`config.mk`:
```
export PLATFORM = sky130hd
export DESIGN_NAME = ctf_ctrl
export DESIGN_NICKNAME = d
export VERILOG_FILES = /design/src/sv/ctf_pkg.sv /design/src/sv/ctf_ctrl.sv
export SDC_FILE = /design/constraint.sdc
export NUM_CORES = 1
export LEC_CHECK = 0
export ABC_CLOCK_PERIOD_IN_PS = 4100
export BUFFER_PORTS_ARGS = -buffer_cell sky130_fd_sc_hd__buf_2
export CELL_PAD_IN_SITES_DETAIL_PLACEMENT = 1
export CELL_PAD_IN_SITES_GLOBAL_PLACEMENT = 2
export CORE_ASPECT_RATIO = 0.75
export CORE_MARGIN = 1
export CORE_UTILIZATION = 28
export CTS_BUF_LIST = sky130_fd_sc_hd__clkbuf_16
export CTS_CLUSTER_DIAMETER = 50
export DETAILED_ROUTE_END_ITERATION = 12
export PLACE_DENSITY = 0.77
export SLEW_MARGIN = 5
export SYNTH_ARGS = -nofsm -noshare
export SYNTH_HDL_FRONTEND = slang
export SYNTH_SLANG_ARGS = --single-unit
export TNS_END_PERCENT = 10
```
`constraint.sdc`:
```
create_clock -name i_clk -period 4.1 [get_ports i_clk]
set_clock_uncertainty 0.05 [all_clocks]
set_input_delay 0.41 -clock i_clk [delete_from_list [all_inputs] [get_ports i_clk]]
set_output_delay 0.41 -clock i_clk [all_outputs]
set_load 0.01 [all_outputs]
```
`src/sv/ctf_pkg.sv`:
```
// Package for the complementary tilt filter: payload structs, register codes,
// CORDIC arctangent table and controller/datapath command types. No dependencies.
package ctf_pkg;

    typedef struct packed {
        logic signed [15:0] accel_x;
        logic signed [15:0] accel_y;
        logic signed [15:0] accel_z;
        logic signed [15:0] gyro_x;
        logic signed [15:0] gyro_y;
    } t_in_beat;

    typedef struct packed {
        logic signed [31:0] pitch_out;
        logic signed [31:0] roll_out;
        logic               corrected;
        logic               saturated;
    } t_out_beat;

    // register indexes
    localparam logic [1:0] REG_GYRO_GAIN = 2'd0;
    localparam logic [1:0] REG_MAG_LOW   = 2'd1;
    localparam logic [1:0] REG_MAG_HIGH  = 2'd2;
    localparam logic [1:0] REG_WEIGHT    = 2'd3;

    localparam int TAB_FRAC = 24;
    localparam int TAB_LEN  = 24;
    // CORDIC work width: 16-bit input scaled by 2^16, plus growth
    localparam int CW = 36;
    localparam int ZW = 36;

    // atan(2^-i) in degrees, 24 fraction bits
    function automatic logic [29:0] atan_entry(input logic [4:0] i);
        logic [29:0] v;
        case (i)
            5'd0:  v = 30'd754974720;
            5'd1:  v = 30'd445687602;
            5'd2:  v = 30'd235489088;
            5'd3:  v = 30'd119537938;
            5'd4:  v = 30'd60000934;
            5'd5:  v = 30'd30029717;
            5'd6:  v = 30'd15018523;
            5'd7:  v = 30'd7509720;
            5'd8:  v = 30'd3754917;
            5'd9:  v = 30'd1877466;
            5'd10: v = 30'd938734;
            5'd11: v = 30'd469367;
            5'd12: v = 30'd234684;
            5'd13: v = 30'd117342;
            5'd14: v = 30'd58671;
            5'd15: v = 30'd29335;
            5'd16: v = 30'd14668;
            5'd17: v = 30'd7334;
            5'd18: v = 30'd3667;
            5'd19: v = 30'd1833;
            5'd20: v = 30'd917;
            5'd21: v = 30'd458;
            5'd22: v = 30'd229;
            5'd23: v = 30'd115;
            default: v = 30'd0;
        endcase
        return v;
    endfunction

    // datapath commands from the controller
    typedef struct packed {
        logic load;        // capture the sample, start gyro products
        logic integrate;   // add gyro products, saturate, check magnitude
        logic cordic_init; // set up CORDIC for pitch (sel=0) or roll (sel=1)
        logic cordic_step; // one CORDIC rotation
        logic blend_mul;   // form the two blend products
        logic blend_sum;   // sum, round, write the angle
        logic axis_sel;    // 0 pitch, 1 roll
        logic emit;        // load the output register
    } t_dp_cmd;

    typedef struct packed {
        logic correct;     // magnitude in window
        logic cordic_last; // current step is the final one
    } t_dp_stat;

endpackage

```
`src/sv/ctf_ctrl.sv`:
```
// Controller for the complementary tilt filter: sequences load, integrate,
// the per-axis CORDIC and blend, and output. Uses ctf_pkg.
module ctf_ctrl (
    input  logic               i_clk,
    input  logic               i_rst_n,
    input  logic               i_in_valid,
    output logic               o_in_stall,
    input  logic               i_out_busy,
    input  ctf_pkg::t_dp_stat  i_stat,
    output ctf_pkg::t_dp_cmd   o_cmd
);

    typedef enum logic [7:0] {
        S_IDLE  = 8'b0000_0001,
        S_INTEG = 8'b0000_0010,
        S_CINIT = 8'b0000_0100,
        S_CSTEP = 8'b0000_1000,
        S_BMUL  = 8'b0001_0000,
        S_BSUM  = 8'b0010_0000,
        S_EMIT  = 8'b0100_0000,
        S_MULT  = 8'b1000_0000
    } t_state;

    t_state r_state, n_state;
    logic   r_axis, n_axis;

    assign o_in_stall = (r_state != S_IDLE);

    // advance the sequence
    always_comb begin
        n_state = r_state;
        n_axis  = r_axis;
        o_cmd   = '0;
        o_cmd.axis_sel = r_axis;
        case (r_state)
            S_IDLE: begin
                if (i_in_valid) begin
                    o_cmd.load = 1'b1;
                    n_state = S_MULT;
                end
            end
            S_MULT: n_state = S_INTEG;
            S_INTEG: begin
                o_cmd.integrate = 1'b1;
                n_axis = 1'b0;
                n_state = i_stat.correct ? S_CINIT : S_EMIT;
            end
            S_CINIT: begin
                o_cmd.cordic_init = 1'b1;
                n_state = S_CSTEP;
            end
            S_CSTEP: begin
                o_cmd.cordic_step = 1'b1;
                if (i_stat.cordic_last) n_state = S_BMUL;
            end
            S_BMUL: begin
                o_cmd.blend_mul = 1'b1;
                n_state = S_BSUM;
            end
            S_BSUM: begin
                o_cmd.blend_sum = 1'b1;
                if (r_axis) begin
                    n_state = S_EMIT;
                end else begin
                    n_axis  = 1'b1;
                    n_state = S_CINIT;
                end
            end
            S_EMIT: begin
                if (!i_out_busy) begin
                    o_cmd.emit = 1'b1;
                    n_state = S_IDLE;
                end
            end
            default: n_state = S_IDLE;
        endcase
    end

    always_ff @(posedge i_clk) begin
        if (!i_rst_n) begin
            r_state <= S_IDLE;
            r_axis  <= 1'b0;
        end else begin
            r_state <= n_state;
            r_axis  <= n_axis;
        end
    end

    // a new beat only enters from idle
    a_load_idle: assert property (@(posedge i_clk) disable iff (!i_rst_n)
        o_cmd.load |-> r_state == S_IDLE)
        else $error("load outside idle");
    // CORDIC always starts right after its setup
    a_cinit_step: assert property (@(posedge i_clk) disable iff (!i_rst_n)
        o_cmd.cordic_init |=> r_state == S_CSTEP)
        else $error("cordic setup not followed by steps");
    // roll blend ends the corrected sequence
    a_roll_emit: assert property (@(posedge i_clk) disable iff (!i_rst_n)
        (o_cmd.blend_sum && r_axis) |=> r_state == S_EMIT)
        else $error("roll blend not followed by emit");

endmodule

```
==> metrics.yaml <==
synthesis:
  yosysSeqAreaShare: 0.332
  synthAdderAreaFrac: 0
  ys_ff_latch: 9
  synth-warning-count: 0
  netlist_instances: 64
  synthesis.area_um2: 543
  synth.distinct_cells: 35
  synth-compound-area-share: 0.200
  synthMuxAreaShare: 0
  synth_top_family_by_area: "simple AND/OR/NAND/NOR gates"
  yosys.area_share.simple: 0.380
  synth_xor_area_frac: 0.0161
  synth_fp_nets: 70
  synth_edf_count: 0
  ys.flop_type: "dfxtp_1"
  synthArstFlopShare: 0
  syn_avg_cell_area_um2: 8.48
grt:
  antenna_found_initial: 0
  grt_overflow: 0
  grt_max_degree: 9
  grt_first_pass_wirelength_um: 2240
  grt_pass1_vias: 476
  gr-usage-all-layers: 0.160
setup_path:
  cp.arrival_ns: 1.81
  path_delay_family: "simple AND/OR/NAND/NOR gates"
  critPathMaxStageDelay_ns: 0.57
  crit_buf_inv: 1
  cp_max_fo: 5
  worstSetupStartpointType: "flop"
  path_cells: "or4_4 -> or3_4 -> nor2_1 -> buf_2"
  worst_ep_required_time_ns: 3.64
  critPathLaunch: "r_state[0]$_SDFFE_PN1P_"
  worst_setup_path_end_kind: "primary output"
  r2r_cells: 5
  r2r_slack_ns: 2.23
  path_class: "reg2out"
  cp_slowest_cell: "or4_4"
  rr_startpoint: "r_state[7]$_SDFFE_PN0P_"
  timing.rr.end: "r_state[1]$_SDFFE_PN0P_"
cells_and_area:
  drive_above_1_share: 0.342
  area.sequential_um2: 180
  multi_input_area_um2: 324
  fillerInstances: 203
  final_nets: 86
  post-route-cell-area_um2: 701
  antenna_cells: 0
  area_growth_pct: 29.0
clock_network:
  cts_hold_buf: 0
  cts-resized-gates: 0
  cts_setup_buffers: 0
  clock-sinks: 9
  cts_root_buf: "clkbuf_16"
  cts_max_level: 1
  cts_tree: "yes"
  clock_latency_ns: 0.23
  cts_made_buffers: 3
  clockBufferDepth: 2
  path_clk_slew_ns: 0.04
place:
  place.gp.congestion: 0.795
  hpwlAfterDp_um: 1070
  port_buffers: 14
  post_dp_cell_area_um2: 621
  place_ws_ns: 2.09
timing:
  hold_viol: 0
  period_minus_slack_ns: 2.27
  worstMarginPinSlew_ns: 0.420
  finalSetupViolCount: 0
  drv_slew: 0
  fin_ws_ns: 1.83
  fin_crit_sh: 0.554
  fmax_mhz: 440
  setup-tns-final_ns: 0
  max-slew-margin-rel: 0.717
  rsz0062_at_grt: "no"
floorplanning:
  die-area_um2: 2120
  initial_utilization: 0.306
  chipWidth_um: 52.9
  io_pins: 15
  dieHeight_um: 40.1
  coreArea_um2: 1770
  rows: 13
drt:
  first_pass_iters: 2
  wl_per_cell_um: 13.6
  drcViolationCount: 0
  wirelength_um: 1380
  drt_iter0_drc: 6
  via_count: 524
  vias_per_cell: 5.19
  ant_nets: 0
power_and_ir_drop:
  vdd_ir_drop_max_mv: 0.255
  p_leak_uw: 0.000316
  power_density_nw_per_um2: 427
hold_path:
  holdPathStages: 2
  whs_endpoint: "r_state[7]$_SDFFE_PN0P_"
  hp-class: "in2reg"
  hold_path.startpoint: "i_rst_n"
outcome:
  outcome: "finished, final reports clean"
flow_run:
  cap_violations: 0
## registers in the layout, summed over array words and instances, names as in the netlist
register and cells:
r_axis 1, r_state 8
## power by group
group          switching [uW]  leakage [uW]  internal (uW)
Combinational            18.5      0.000202           15.2
Clock                    43.4     0.0000409            129
Sequential               3.18     0.0000730           90.1
Total                    65.1      0.000316            234
## metal layers
metal  share of wire  track usage
met5               0            0
met4          0.0029       0.0395
met3           0.058       0.0795
met2            0.43        0.247
met1            0.51        0.198
## Yosys cell counts, types with 2 or more instances
master / instances / area share
dfxtp_1: 9 / 0.33
buf_4: 2 / 0.028
nand2_1: 2 / 0.014
nand3_1: 3 / 0.028
nor2b_1: 2 / 0.023
nand2b_1: 2 / 0.023
nor4_1: 3 / 0.035
nor2_1: 9 / 0.062
a21oi_1: 2 / 0.018
inv_1: 5 / 0.035
## cell type report
| cell class | count | area share |
|---|---|---|
| Tap cell | 22 | 0.0393 |
| Inverter | 5 | 0.0268 |
| Timing Repair Buffer | 14 | 0.100 |
| Multi-Input combinational cell | 47 | 0.463 |
| Sequential cell | 9 | 0.257 |
| Clock buffer | 3 | 0.107 |
| Clock inverter | 1 | 0.00714 |
## cells by family (layout without fill, tap and decap cells)
logic type                Yosys count  count (layout)
AOI/OAI and AO/OA                  13              13
xor gates and xnor gates            1               1
and+or+nand+nor                    33              33
buffers and inverters               8              23
DFF                                 9               9
## per-stage QoR
stage / total power (uW) / util / hold slack, ns / cells
2_1_floorplan: 117 / - / 0.450 / 64
3_3_place_gp: 128 / 0.350 / 0.487 / 97
3_5_place_dp: 128 / 0.350 / 0.485 / 97
4_1_cts: 303 / 0.395 / 0.393 / 101
5_1_grt: 314 / 0.395 / 0.397 / 101
6_report: 299 / 0.395 / 0.390 / 101
## worst max path at each step
stage          slack, ns  cells past startpoint  endpoint
5_1_grt             1.77                      4  o_cmd[2]
2_1_floorplan       2.17                      4  o_cmd[2]
4_1_cts             1.83                      4  o_cmd[3]
6_report            1.83                      4  o_cmd[3]
3_5_place_dp        2.09                      4  o_cmd[3]
3_3_place_gp        2.11                      4  o_cmd[3]
## placed cells by master (no fill, tap or decap), drive strengths merged, types with 2 or more instances in the layout
master / count
nor2b: 2
nor4: 4
nand2: 2
nor3: 2
inv: 5
nand3: 3
clkbuf: 3
buf: 14
o21ai: 2
a21oi: 2
dfxtp: 9
nor2: 10
nand2b: 2
Note: power is estimated with default switching activity, not from simulation.
